`config.mk`:
```
export PLATFORM = sky130hd
export DESIGN_NAME = read_tail_quality_trim_core
export DESIGN_NICKNAME = d
export VERILOG_FILES = /design/src/hdl/rtqt_pkg.sv /design/src/hdl/read_tail_quality_trim_core.sv
export SDC_FILE = /design/constraint.sdc
export NUM_CORES = 1
export LEC_CHECK = 0
export BUFFER_PORTS_ARGS = -buffer_cell sky130_fd_sc_hd__buf_2
export CORE_MARGIN = 2
export CORE_UTILIZATION = 60
export DETAILED_ROUTE_END_ITERATION = 16
export PLACE_DENSITY = 0.92
export SYNTH_ARGS = -nofsm -noshare
export SYNTH_HDL_FRONTEND = slang
export SYNTH_SLANG_ARGS = --single-unit
```
`constraint.sdc`:
```
create_clock -name clk -period 16 [get_ports clk]
set_clock_uncertainty 0.1 [all_clocks]
set_input_delay 0 -clock clk [delete_from_list [all_inputs] [get_ports clk]]
set_output_delay 0 -clock clk [all_outputs]
set_load 0.01 [all_outputs]
```
`src/hdl/rtqt_pkg.sv`:
```
// Shared constants, codes and helpers for the read tail quality trim block.
`default_nettype none
package rtqt_pkg;

	localparam int MAX_READ_LEN = 1024;
	localparam int LEN_W = 11;
	localparam int CNT_W = 32;
	localparam int ADDR_W = 4;
	localparam int DATA_W = 32;

	// position saturates at the read length bound, never above 2047
	localparam logic [LEN_W-1:0] LEN_CAP =
		(MAX_READ_LEN < 2047) ? LEN_W'(MAX_READ_LEN) : LEN_W'(2047);

	localparam logic [1:0] REG_OFFSET = 2'd0;
	localparam logic [1:0] REG_THRESH = 2'd1;
	localparam logic [1:0] REG_MINLEN = 2'd2;
	localparam logic [1:0] REG_PAIRED = 2'd3;

	localparam logic [7:0] OFFSET_RST = 8'd33;
	localparam logic [6:0] THRESH_RST = 7'd2;
	localparam logic [LEN_W-1:0] MINLEN_RST = LEN_W'(60);

	localparam logic [1:0] FATE_PAIR  = 2'd0;
	localparam logic [1:0] FATE_ALONE = 2'd1;
	localparam logic [1:0] FATE_DROP  = 2'd2;
	localparam logic [1:0] FATE_NONE  = 2'd3;

	function automatic logic [CNT_W-1:0] sat_add(input logic [CNT_W-1:0] cnt,
		input logic [1:0] n);
		logic [CNT_W:0] s;
		s = {1'b0, cnt} + {{(CNT_W-1){1'b0}}, n};
		return s[CNT_W] ? {CNT_W{1'b1}} : s[CNT_W-1:0];
	endfunction

endpackage
`default_nettype wire

```
`src/hdl/read_tail_quality_trim_core.sv`:
```
// A result is formed from the input register into the result register.
// Throughput: one quality byte per cycle while in_stall is low; the input
// and result registers are split so an item is taken while a result waits.
// Bytes that end no read and first mates in paired mode give no result.
// Reset (arst_n low) clears counters, position state and valids, and loads
// the register defaults (offset 33, threshold 2, min length 60, single mode).
`default_nettype none
module read_tail_quality_trim_core (
	input  wire                           clk,
	input  wire                           arst_n,
	// APB configuration
	input  wire                           psel,
	input  wire                           penable,
	input  wire                           pwrite,
	input  wire  [rtqt_pkg::ADDR_W-1:0]   paddr,
	input  wire  [rtqt_pkg::DATA_W-1:0]   pwdata,
	output logic [rtqt_pkg::DATA_W-1:0]   prdata,
	output logic                          pready,
	// input items
	input  wire                           in_valid,
	output logic                          in_stall,
	input  wire  [7:0]                    quality_byte,
	input  wire                           mate,
	input  wire                           read_end,
	// result items
	output logic                          out_valid,
	input  wire                           out_stall,
	output logic [rtqt_pkg::LEN_W-1:0]    length_first,
	output logic [rtqt_pkg::LEN_W-1:0]    length_second,
	output logic [1:0]                    fate_first,
	output logic [1:0]                    fate_second,
	output logic [rtqt_pkg::CNT_W-1:0]    kept_total,
	output logic [rtqt_pkg::CNT_W-1:0]    discarded_total,
	output logic [rtqt_pkg::CNT_W-1:0]    orphaned_total
);

	logic [7:0]                  offset_q;
	logic [6:0]                  thresh_q;
	logic [rtqt_pkg::LEN_W-1:0]  minlen_q;
	logic                        paired_q;

	logic                        valid_s1;
	logic [7:0]                  qual_s1;
	logic                        mate_s1;
	logic                        end_s1;

	logic [rtqt_pkg::LEN_W-1:0]  pos_q;
	logic [rtqt_pkg::LEN_W-1:0]  good_len_q;
	logic [rtqt_pkg::LEN_W-1:0]  held_len_q;
	logic [rtqt_pkg::CNT_W-1:0]  kept_q;
	logic [rtqt_pkg::CNT_W-1:0]  disc_q;
	logic [rtqt_pkg::CNT_W-1:0]  orph_q;

	logic                        wr_en;
	logic [1:0]                  reg_sel;
	logic [rtqt_pkg::LEN_W-1:0]  pos_inc;
	logic [8:0]                  limit;
	logic                        good;
	logic [rtqt_pkg::LEN_W-1:0]  good_len_nx;
	logic                        first_end;
	logic                        has_res;
	logic                        advance;
	logic [rtqt_pkg::LEN_W-1:0]  len1;
	logic [rtqt_pkg::LEN_W-1:0]  len2;
	logic                        pass1;
	logic                        pass2;
	logic [1:0]                  fate1;
	logic [1:0]                  fate2;
	logic [1:0]                  kept_add;
	logic [1:0]                  disc_add;
	logic [1:0]                  orph_add;
	logic [rtqt_pkg::CNT_W-1:0]  kept_nx;
	logic [rtqt_pkg::CNT_W-1:0]  disc_nx;
	logic [rtqt_pkg::CNT_W-1:0]  orph_nx;

	// configuration port
	assign pready  = 1'b1;
	assign reg_sel = paddr[3:2];
	assign wr_en   = psel && penable && pwrite && pready;

	always_ff @(posedge clk or negedge arst_n) begin
		if (!arst_n) begin
			offset_q <= rtqt_pkg::OFFSET_RST;
			thresh_q <= rtqt_pkg::THRESH_RST;
			minlen_q <= rtqt_pkg::MINLEN_RST;
			paired_q <= 1'b0;
		end else if (wr_en) begin
			case (reg_sel)
				rtqt_pkg::REG_OFFSET: offset_q <= pwdata[7:0];
				rtqt_pkg::REG_THRESH: thresh_q <= pwdata[6:0];
				rtqt_pkg::REG_MINLEN: minlen_q <= pwdata[rtqt_pkg::LEN_W-1:0];
				rtqt_pkg::REG_PAIRED: paired_q <= pwdata[0];
				default: ;
			endcase
		end
	end

	always_comb begin
		case (reg_sel)
			rtqt_pkg::REG_OFFSET: prdata = {24'd0, offset_q};
			rtqt_pkg::REG_THRESH: prdata = {25'd0, thresh_q};
			rtqt_pkg::REG_MINLEN:
				prdata = {{(rtqt_pkg::DATA_W-rtqt_pkg::LEN_W){1'b0}}, minlen_q};
			rtqt_pkg::REG_PAIRED: prdata = {31'd0, paired_q};
			default: prdata = '0;
		endcase
	end

	// input register
	assign in_stall = valid_s1 && !advance;

	always_ff @(posedge clk or negedge arst_n) begin
		if (!arst_n) begin
			valid_s1 <= 1'b0;
		end else if (!in_stall) begin
			valid_s1 <= in_valid;
		end
	end

	always_ff @(posedge clk) begin
		if (in_valid && !in_stall) begin
			qual_s1 <= quality_byte;
			mate_s1 <= mate;
			end_s1  <= read_end;
		end
	end

	// per-byte trim and end-of-read decision
	always_comb begin
		pos_inc     = (pos_q < rtqt_pkg::LEN_CAP) ? pos_q + 1'b1 : pos_q;
		limit       = {1'b0, offset_q} + {2'b00, thresh_q};
		good        = {1'b0, qual_s1} > limit;
		good_len_nx = good ? pos_inc : good_len_q;
		first_end   = end_s1 && paired_q && !mate_s1;
		has_res     = end_s1 && !first_end;
		advance     = valid_s1 && (!out_valid || !out_stall || !has_res);

		len1 = paired_q ? held_len_q : good_len_nx;
		len2 = paired_q ? good_len_nx : '0;
		pass1 = len1 >= minlen_q;
		pass2 = len2 >= minlen_q;
		kept_add = 2'd0;
		disc_add = 2'd0;
		orph_add = 2'd0;
		if (paired_q) begin
			if (pass1 && pass2) begin
				fate1    = rtqt_pkg::FATE_PAIR;
				fate2    = rtqt_pkg::FATE_PAIR;
				kept_add = 2'd2;
			end else begin
				fate1    = pass1 ? rtqt_pkg::FATE_ALONE : rtqt_pkg::FATE_DROP;
				fate2    = pass2 ? rtqt_pkg::FATE_ALONE : rtqt_pkg::FATE_DROP;
				kept_add = {1'b0, pass1 || pass2};
				orph_add = {1'b0, pass1 || pass2};
				disc_add = 2'({1'b0, !pass1}) + 2'({1'b0, !pass2});
			end
		end else begin
			fate2 = rtqt_pkg::FATE_NONE;
			if (pass1) begin
				fate1    = rtqt_pkg::FATE_ALONE;
				kept_add = 2'd1;
				orph_add = 2'd1;
			end else begin
				fate1    = rtqt_pkg::FATE_DROP;
				disc_add = 2'd1;
			end
		end
		kept_nx = rtqt_pkg::sat_add(kept_q, kept_add);
		disc_nx = rtqt_pkg::sat_add(disc_q, disc_add);
		orph_nx = rtqt_pkg::sat_add(orph_q, orph_add);
	end

	always_ff @(posedge clk or negedge arst_n) begin
		if (!arst_n) begin
			pos_q      <= '0;
			good_len_q <= '0;
			held_len_q <= '0;
			kept_q     <= '0;
			disc_q     <= '0;
			orph_q     <= '0;
		end else if (advance) begin
			if (!end_s1) begin
				pos_q      <= pos_inc;
				good_len_q <= good_len_nx;
			end else begin
				pos_q      <= '0;
				good_len_q <= '0;
				if (first_end) begin
					held_len_q <= good_len_nx;
				end else begin
					if (paired_q) begin
						held_len_q <= '0;
					end
					kept_q <= kept_nx;
					disc_q <= disc_nx;
					orph_q <= orph_nx;
				end
			end
		end
	end

	// result register
	always_ff @(posedge clk or negedge arst_n) begin
		if (!arst_n) begin
			out_valid <= 1'b0;
		end else if (advance && has_res) begin
			out_valid <= 1'b1;
		end else if (!out_stall) begin
			out_valid <= 1'b0;
		end
	end

	always_ff @(posedge clk) begin
		if (advance && has_res) begin
			length_first    <= len1;
			length_second   <= len2;
			fate_first      <= fate1;
			fate_second     <= fate2;
			kept_total      <= kept_nx;
			discarded_total <= disc_nx;
			orphaned_total  <= orph_nx;
		end
	end

endmodule
`default_nettype wire

```
# Word level (Yosys, flattened, before mapping)
# Cells that the tools add are included.
# word_totals
ff_bits,290
latchBits,0
mem_bits_rw,0
rom_bits,0
output_inout_bits,157
elab_cells,94
n_memories,0
# classes
addsub,6
mul,0
div,0
n_lt_le_gt_ge,4
eq_ne,4
shifts,0
n_mux,27
bitwise_logic,1
n_reduce_logical,30
# op_table
operator,n
32-bit case mux with 4 select lines,1
32-bit by 2-bit adder with 33-bit output,3
32-bit two-way mux,3
11-bit two-way mux,8
11-bit greater-or-equal comparator,2
2-bit two-way mux,10
11-bit by 1-bit adder with 11-bit output (second input constant),1
11-bit less-than comparator (second input constant),1
1-bit logical AND,10
8-bit by 7-bit adder with 9-bit output,1
8-bit by 9-bit greater-than comparator with 1-bit output,1
1-bit zero test,9
2-bit AND reduction,4
3-bit AND reduction,2
1-bit two-way mux,5
2-bit == test (second input constant),2
1-bit logical OR,3
1-bit by 1-bit adder with 2-bit output,1
2-bit by 1-bit == test with 1-bit output (second input constant),1
2-bit zero test,1
2-bit by 1-bit inequality test with 1-bit output (second input constant),1
2-bit nonzero test,1
1-bit inverter,1

# Depth between registers and ports, before layout
# Gate-level depths: netlist of run 1.
# logic_depth
ltp_word,11
ltp_mapped,36

# Worst setup path before layout of run 1
# OpenSTA, ideal clock, no wires.
# synth_timing
path_type,register -> register
start,reg thresh_q[1]
end,"reg kept_total[24] in the netlist's numbering, data pin"
setup_ns,0.260
arrival_time_ns,6.697
setup_slack_ns,8.943
stages_incl_launch_ff,33
synth_period_minus_slack_ns,7.057
path_cell_list,dfstp_2 ha_1 a21o_1 a21oi_1 o21ai_0 o41ai_1 xor2_1 ha_1 nor2_1 a21oi_1 o311ai_0 a311oi_2 buf_6 mux2i_1 o21ai_1 ha_1 a21o_1 a21oi_1 o21ai_0 o2111ai_1 nand2_1 ha_1 nand2_1 o21a_1 ha_1 inv_1 fa_1 and2b_1 nor3b_2 and2_1 buf_2 and3_1 mux2_2
# synth_via
elab_chain_len,10
word_cells_on_any_way,14
cone_classes,add/sub: 2; order compare: 3; mux: 7; reduce/logical: 2
# synth_rtl
item,line,source
from (decl),read_tail_quality_trim_core.sv:38,logic [6:0] thresh_q;
from (signal assigned),read_tail_quality_trim_core.sv:84,thresh_q <= rtqt_pkg::THRESH_RST;
from (signal assigned),read_tail_quality_trim_core.sv:90,rtqt_pkg::REG_THRESH: thresh_q <= pwdata[6:0];
8-bit by 7-bit adder with 9-bit output *,read_tail_quality_trim_core.sv:131,"limit = {1'b0, offset_q} + {2'b00, thresh_q};"
8-bit by 9-bit greater-than comparator with 1-bit output *,read_tail_quality_trim_core.sv:132,"good = {1'b0, qual_s1} > limit;"
11-bit two-way mux *,read_tail_quality_trim_core.sv:133,good_len_nx = good ? pos_inc : good_len_q;
11-bit two-way mux *,read_tail_quality_trim_core.sv:138,len1 = paired_q ? held_len_q : good_len_nx;
net len1 (one bit),read_tail_quality_trim_core.sv:63,logic [rtqt_pkg::LEN_W-1:0] len1;
11-bit greater-or-equal comparator *,read_tail_quality_trim_core.sv:140,pass1 = len1 >= minlen_q;
1-bit logical OR or 1-bit logical AND (tied branches),"read_tail_quality_trim_core.sv:153, read_tail_quality_trim_core.sv:146",
2-bit two-way mux,read_tail_quality_trim_core.sv:146,if (pass1 && pass2) begin
2-bit two-way mux *,read_tail_quality_trim_core.sv:145,if (paired_q) begin
32-bit by 2-bit adder with 33-bit output *,rtqt_pkg.sv:32,"s = {1'b0, cnt} + {{(CNT_W-1){1'b0}}, n};"
32-bit two-way mux *,rtqt_pkg.sv:33,return s[CNT_W] ? {CNT_W{1'b1}} : s[CNT_W-1:0];
net kept_nx (one bit),read_tail_quality_trim_core.sv:72,logic [rtqt_pkg::CNT_W-1:0] kept_nx;
to (signal assigned),read_tail_quality_trim_core.sv:219,kept_total <= kept_nx;
to (decl),read_tail_quality_trim_core.sv:32,"output logic [rtqt_pkg::CNT_W-1:0] kept_total,"
# Mark *: on every way through the listed nets, which the timed path passes. The rest lies on a longest branch.
# A chain may end at the register's enable or synchronous reset.

# Worst setup path in the final report of run 1
# layout_timing
start,reg thresh_q[1]
end,reg kept_q[23] in the netlist's numbering
# layout_via
elab_chain_len,10
word_cells_on_any_way,14
cone_classes,add/sub: 2; order compare: 3; mux: 7; reduce/logical: 2
# layout_rtl
item,line,source
8-bit by 7-bit adder with 9-bit output *,read_tail_quality_trim_core.sv:131,
8-bit by 9-bit greater-than comparator with 1-bit output *,read_tail_quality_trim_core.sv:132,
11-bit two-way mux *,read_tail_quality_trim_core.sv:133,
"11-bit two-way mux, on equally long branches","read_tail_quality_trim_core.sv:138, read_tail_quality_trim_core.sv:139",
"11-bit greater-or-equal comparator, on equally long branches","read_tail_quality_trim_core.sv:140, read_tail_quality_trim_core.sv:141",
1-bit logical OR or 1-bit logical AND (tied branches),"read_tail_quality_trim_core.sv:153, read_tail_quality_trim_core.sv:146",
2-bit two-way mux,read_tail_quality_trim_core.sv:146,
2-bit two-way mux *,read_tail_quality_trim_core.sv:145,
32-bit by 2-bit adder with 33-bit output *,rtqt_pkg.sv:32,
32-bit two-way mux *,rtqt_pkg.sv:33,
to (signal assigned),read_tail_quality_trim_core.sv:194,kept_q <= kept_nx;
to (decl),read_tail_quality_trim_core.sv:50,logic [rtqt_pkg::CNT_W-1:0] kept_q;
# Mark *: on every way between the ends. The rest lies on a longest branch, timed or not.

==> impl_metrics.py, run 1 <==
metrics = {
    "status": {
        "status": "completed",
    },
    "pwr": {
        "p_leak_nw": 7.71,
        "power.total_mw": 2.04,
        "power.density_nw_per_um2": 120,
        "ir_drop_uv": 93.8,
    },
    "synth": {
        "yosys_warnings": 0,
        "ys_seq_area_share_pct": 54.1,
        "yosysTopAreaCell": "edfxtp_1",
        "yosys-top-cells-area": "edfxtp_1, dfrtp_1, nand2_1, ha_1, mux2_2",
        "syn_area_per_cell_um2": 10.9,
        "synth_edf_count": 132,
        "synth_common_cells": "nand2_1, dfrtp_1, edfxtp_1",
        "synth.top_cell.area_share_pct": 27.0,
        "async_flop_share_pct": 54.5,
        "syn_inst": 1343,
        "netlist-cell-type-count": 73,
        "ys_ff_latch": 290,
        "synth_most_common_cell": "nand2_1",
        "synth_ff_type": "dfrtp_1",
        "netlist_area_um2": 14700,
    },
    "placement": {
        "dp.final_hpwl_um": 21100,
        "io_buffers": 164,
        "place.gp.congestion": 0.850,
        "place_ws_ps": 7000,
    },
    "setup_path": {
        "worst-path-stages": 32,
        "r2r_cells": 32,
        "crit_arrival_ps": 9630,
        "worst_path_most_repeated_cell": "ha_1",
        "cp-start-kind": "flip-flop",
        "path_buf_inv": 2,
        "crit_type": "flip-flop to flip-flop",
        "slowest_delay_ps": 870,
        "crit_slowest_cell": "nand4_2",
        "end_kind": "flip-flop",
        "crit_family": "simple AND/OR/NAND/NOR gates",
        "worstPathRequired_ps": 16350,
        "cp_max_fo": 36,
    },
    "timing": {
        "maxSlewViolCount": 0,
        "final.setup.tns_ps": 0,
        "hold_viol": 0,
        "tightest_slew_ps": 1360,
        "relSlewSlack_pct": 9.23,
        "period_share_pct": 58.0,
        "setup_viol": 0,
        "timing.fmax_ghz": 0.108,
        "setup_ws_ps": 6730,
        "period_minus_slack_ps": 9270,
        "rsz0062_at_grt": "false",
    },
    "grt": {
        "antenna_found_initial": 0,
        "track_usage_pct": 27.1,
        "grt_remaining_overflow": 0,
        "grt_pass1_wl_um": 56800,
        "grt_pass1_vias": 11100,
        "grt_max_degree": 125,
    },
    "detailed_routing": {
        "dr.pass1.iters": 7,
        "drcViolationCount": 0,
        "wl_per_cell_um": 18.9,
        "ant_nets": 0,
        "initialDrtViolationCount": 1054,
        "vias": 11400,
        "viasPerCell": 6.11,
        "wirelength_um": 35200,
    },
    "clock_network": {
        "post-cts-setup-buffers": 0,
        "cts_tree": "built",
        "clk_latency_ps": 550,
        "clockBufferDepth": 3,
        "htreeDepth": 1,
        "clkTransAtPathRegs_ps": 70,
        "cts-resized-gates": 0,
        "numCtsBuffers": 30,
        "cts-root-buf": "clkbuf_16",
        "postCtsHoldBufs": 34,
        "cts.sinks": 290,
    },
    "floorplan": {
        "dieArea_um2": 25700,
        "die_x_um": 160,
        "num_io_pins": 210,
        "initial_core_util_pct": 60.6,
        "die_height_um": 160,
        "rows": 57,
        "fp.coreArea_um2": 24200,
    },
    "job": {
        "drv_cap": 0,
    },
    "layout": {
        "finish.net_count": 1619,
        "layout-drive-gt1-share_pct": 19.3,
        "diodes": 0,
        "final.fill_count": 1591,
        "syn_to_final_growth_pct": 15.6,
        "post-route-util_pct": 70.1,
    },
    "worst_hold_path": {
        "min_path_cells": 4,
        "worstHoldPathType": "input port to flip-flop",
    },
}
-- flip-flops by register name (all words and copies together), names as in the netlist --
| signal | flops |
|---|---|
| kept_total | 32 |
| orphaned_total | 32 |
| length_first | 11 |
| mate_s1 | 1 |
| good_len_q | 11 |
| qual_s1 | 8 |
| disc_q | 32 |
| valid_s1 | 1 |
| thresh_q | 7 |
| pos_q | 11 |
| discarded_total | 32 |
| kept_q | 32 |
| orph_q | 32 |
| minlen_q | 11 |
| out_valid | 1 |
| held_len_q | 11 |
| fate_first | 2 |
| offset_q | 8 |
| end_s1 | 1 |
| length_second | 11 |
| paired_q | 1 |
| fate_second | 2 |
-- layer usage --
layer / track usage, % / up-vias / wire, um
li1: - / 5129 / -
met1: 34.0 / 5490 / 13700
met2: 46.6 / 605 / 17400
met3: 4.42 / 160 / 2510
met4: 12.2 / 0 / 1610
met5: 0 / - / 0
-- area by class of cell --
type                            count  area (um^2)  area share [%]
Clock buffer                       35          791            4.66
Sequential cell                   290         7930            46.8
Inverter                           31          121           0.716
Tap cell                          324          405            2.39
Timing Repair Buffer              204         1210            7.15
Clock inverter                     21          250            1.48
Multi-Input combinational cell    958         6240            36.8
-- worst min-delay path, stage by stage --
cell and delay (ps):
buf_2 110, nand3_1 180, nor3b_4 170, o21ai_0 170
-- cells by family after synthesis --
family | synth area share [%]
AOI/OAI and AO/OA | 11.0
buffers and inverters | 3.91
DFF | 54.1
muxes | 5.53
other | 0.0512
adders and majority gates | 4.51
and+or+nand+nor | 16.3
xor gates and xnor gates | 4.66
-- power by group --
part	total (mW)	leakage (nW)	switching, mW	internal, mW
combinational	0.397	3.77	0.238	0.159
sequential	0.900	3.44	0.0486	0.852
clock	0.739	0.502	0.303	0.436
-- placed cells by master (no fill, tap or decap), types with 21 or more instances in the layout --
cell / netlist / final
nand2_1: 197 / 197
buf_2: 25 / 163
dfrtp_1: 151 / 151
edfxtp_1: 132 / 132
a21oi_1: 85 / 85
o21ai_0: 62 / 62
nor2_1: 60 / 60
xnor2_1: 50 / 50
ha_1: 48 / 48
a31oi_1: 47 / 47
mux2_2: 41 / 41
and3_1: 38 / 38
nand3_1: 35 / 35
dlygate4sd3_1: 0 / 34
clkbuf_16: 0 / 31
inv_1: 31 / 30
xor2_1: 28 / 28
nor2b_1: 27 / 27
conb_1: 2 / 22
nand4_1: 21 / 21
mux2i_1: 21 / 21
-- final timing paths --
check	from	to	slack (ps)
max	thresh_q[1]	kept_q[23]	6730
max in group asynchronous	arst_n	minlen_q[6]	13730
max reg2reg	thresh_q[1]	kept_q[23]	6730
min reg2reg	held_len_q[8]	held_len_q[8]	390
min	penable	minlen_q[10]	30
min in group asynchronous	arst_n	thresh_q[5]	480
-- stage by stage --
stage	hold WS, ps	cell area, um^2	std cells
6_report	33.7	17000	1863
5_1_grt	41.8	17000	1863
4_1_cts	22.8	16900	1863
3_5_place_dp	-9.61	15600	1773
3_3_place_gp	-17.9	15600	1773
2_1_floorplan	-396	14700	1363
Note: power is estimated with default switching activity, not from simulation.
==> run 2: changes to the inputs <==
CORE_UTILIZATION = 52   (was 60)
PLACE_DENSITY = 0.85   (was 0.92)
clock period = 7.9 ns   (was 16 ns; I/O delays follow)
==> run 2 against run 1 <==
Global-route usage down 4.9 points; cell count increased by 4.6%; register-to-register slack worse by 6500 ps; critical endpoint is now kept_total[10]; critical path type unchanged; wire length down 4.9%.
==> impl_metrics.py, run 2 (synthesis gave the netlist of run 1 again) <==
metrics = {
    "layout": {
        "final_cell_mix": "nand2_1, buf_2, dfrtp_1",
        "diodes": 0,
        "final_common_cell": "nand2_1",
        "finish.net_count": 1649,
        "syn_to_final_growth_pct": 18.5,
        "layout-drive-gt1-share_pct": 21.4,
        "post-route-util_pct": 62.5,
    },
    "clock_network": {
        "numCtsBuffers": 31,
        "cts.sinks": 290,
        "cts_tree": "built",
        "clk_latency_ps": 570,
        "htreeDepth": 1,
        "cts-root-buf": "clkbuf_16",
        "clkTransAtPathRegs_ps": 60,
        "clockBufferDepth": 3,
    },
    "timing": {
        "hold_viol": 0,
        "setup_ws_ps": 253,
        "maxSlewViolCount": 0,
        "holdWs_ps": 49.0,
        "setup_viol": 0,
        "relSlewSlack_pct": 19.7,
        "tightest_slew_ps": 1200,
        "timing.fmax_ghz": 0.131,
        "final.setup.tns_ps": 0,
        "period_share_pct": 96.8,
        "period_minus_slack_ps": 7650,
    },
    "setup_path": {
        "reg2reg_from": "thresh_q[1]",
        "slowest_delay_ps": 550,
        "crit_slowest_cell": "dfstp_2",
        "crit_family": "compound AO/OA/AOI/OAI gates",
        "path_buf_inv": 6,
        "cp-start-kind": "flip-flop",
        "worst_path_most_repeated_cell": "ha_1",
        "cp_max_fo": 13,
        "setup.worst_path.start": "thresh_q[1]",
        "crit_arrival_ps": 7840,
        "end_kind": "flip-flop",
        "worstPathRequired_ps": 8090,
        "crit_type": "flip-flop to flip-flop",
    },
    "pwr": {
        "p_leak_nw": 7.85,
        "power_frac_comb_pct": 20.2,
        "ir_drop_uv": 161,
        "power.total_mw": 4.11,
        "power_frac_seq_pct": 44.1,
        "power_switching_mw": 1.18,
        "swShare_pct": 28.6,
        "power.density_nw_per_um2": 237,
        "p_int_mw": 2.94,
        "clkPwrFrac_pct": 35.7,
    },
    "floorplan": {
        "die_height_um": 172,
        "fp.coreArea_um2": 27800,
        "initial_core_util_pct": 52.8,
        "dieArea_um2": 29500,
        "num_io_pins": 210,
        "die_x_um": 172,
        "rows": 61,
    },
    "grt": {
        "grt_remaining_overflow": 0,
        "antenna_found_initial": 0,
        "grt_pass1_wl_um": 53000,
        "track_usage_pct": 22.2,
        "grt_max_degree": 83,
        "grt_pass1_vias": 10600,
    },
    "worst_hold_path": {
        "worstHoldPathType": "input port to flip-flop",
        "worstHoldStart": "quality_byte[2]",
    },
    "detailed_routing": {
        "wl_per_cell_um": 17.2,
        "vias": 11100,
        "viasPerCell": 5.69,
        "dr.pass1.iters": 7,
        "ant_nets": 0,
        "wirelength_um": 33500,
        "drcViolationCount": 0,
        "initialDrtViolationCount": 923,
    },
    "status": {
        "status": "completed",
    },
    "job": {
        "drv_cap": 0,
    },
    "placement": {
        "place.gp.congestion": 0.864,
        "place_ws_ps": 27.6,
        "dp.final_hpwl_um": 21100,
        "io_buffers": 164,
    },
}
[run 2: cell type report]
type / instances / area [um^2]
fillers: 2098 / 10400
flip-flops and latches: 290 / 7930
multi-input cells: 959 / 6330
repair buffers: 232 / 1480
clock buffers: 36 / 805
well taps: 378 / 473
clock inverters: 22 / 231
inverters: 31 / 121
[run 2: repair_timing]
item                       CTS  global route
hold endpoints to repair   126             0
gates cloned                 0             1
setup buffers                0             9
gates resized for setup      1            25
hold buffers                45             0
setup endpoints to repair    1           171
pin swaps                    0             3
[run 2: worst reg2reg max path, delay by kind of cell, from the launching register on]
| kind | cells | cell delay [ps] |
|---|---|---|
| AOI/OAI and AO/OA | 9 | 1970 |
| and+or+nand+nor | 9 | 1510 |
| adders and majority gates | 6 | 1750 |
| DFF | 1 | 550 |
| xor gates and xnor gates | 2 | 270 |
| muxes | 1 | 390 |
| buffers and inverters | 6 | 810 |
[run 2: final timing paths]
kind	endpoint	slack [ps]	depth (start not counted)
min in group asynchronous	disc_q[30]	300	3
max	kept_total[10]	250	33
max in group asynchronous	orph_q[23]	6090	4
max reg2reg	kept_total[10]	250	33
min reg2reg	held_len_q[7]	380	2
min	qual_s1[2]	50	2
[run 2: metal layers]
metal  global-route usage (%)  vias to the layer above  share of wire [%]
met5                        0                        -                  0
met4                     8.59                        0                3.5
met3                     3.57                      104                6.2
met2                     38.6                      426                 50
met1                     27.9                     5346                 41
li1                         -                     5212                  -
[run 2: per-stage QoR]
step	instance area [um^2]	std cells
floorplan	14700	1363
global placement	15700	1835
detailed placement	15700	1835
CTS	17200	1938
global route	17400	1948
finish	17400	1948
[run 2: power by group through the flow]
stage | Sequential, mW | Combinational, mW | Clock, mW
final | 1.81 | 0.830 | 1.47
after global routing | 1.83 | 0.923 | 1.56
after CTS | 1.81 | 0.778 | 1.50
after detailed placement | 1.84 | 0.747 | 0
after global placement | 1.83 | 0.711 | 0
after floorplan | 1.84 | 0.543 | 0
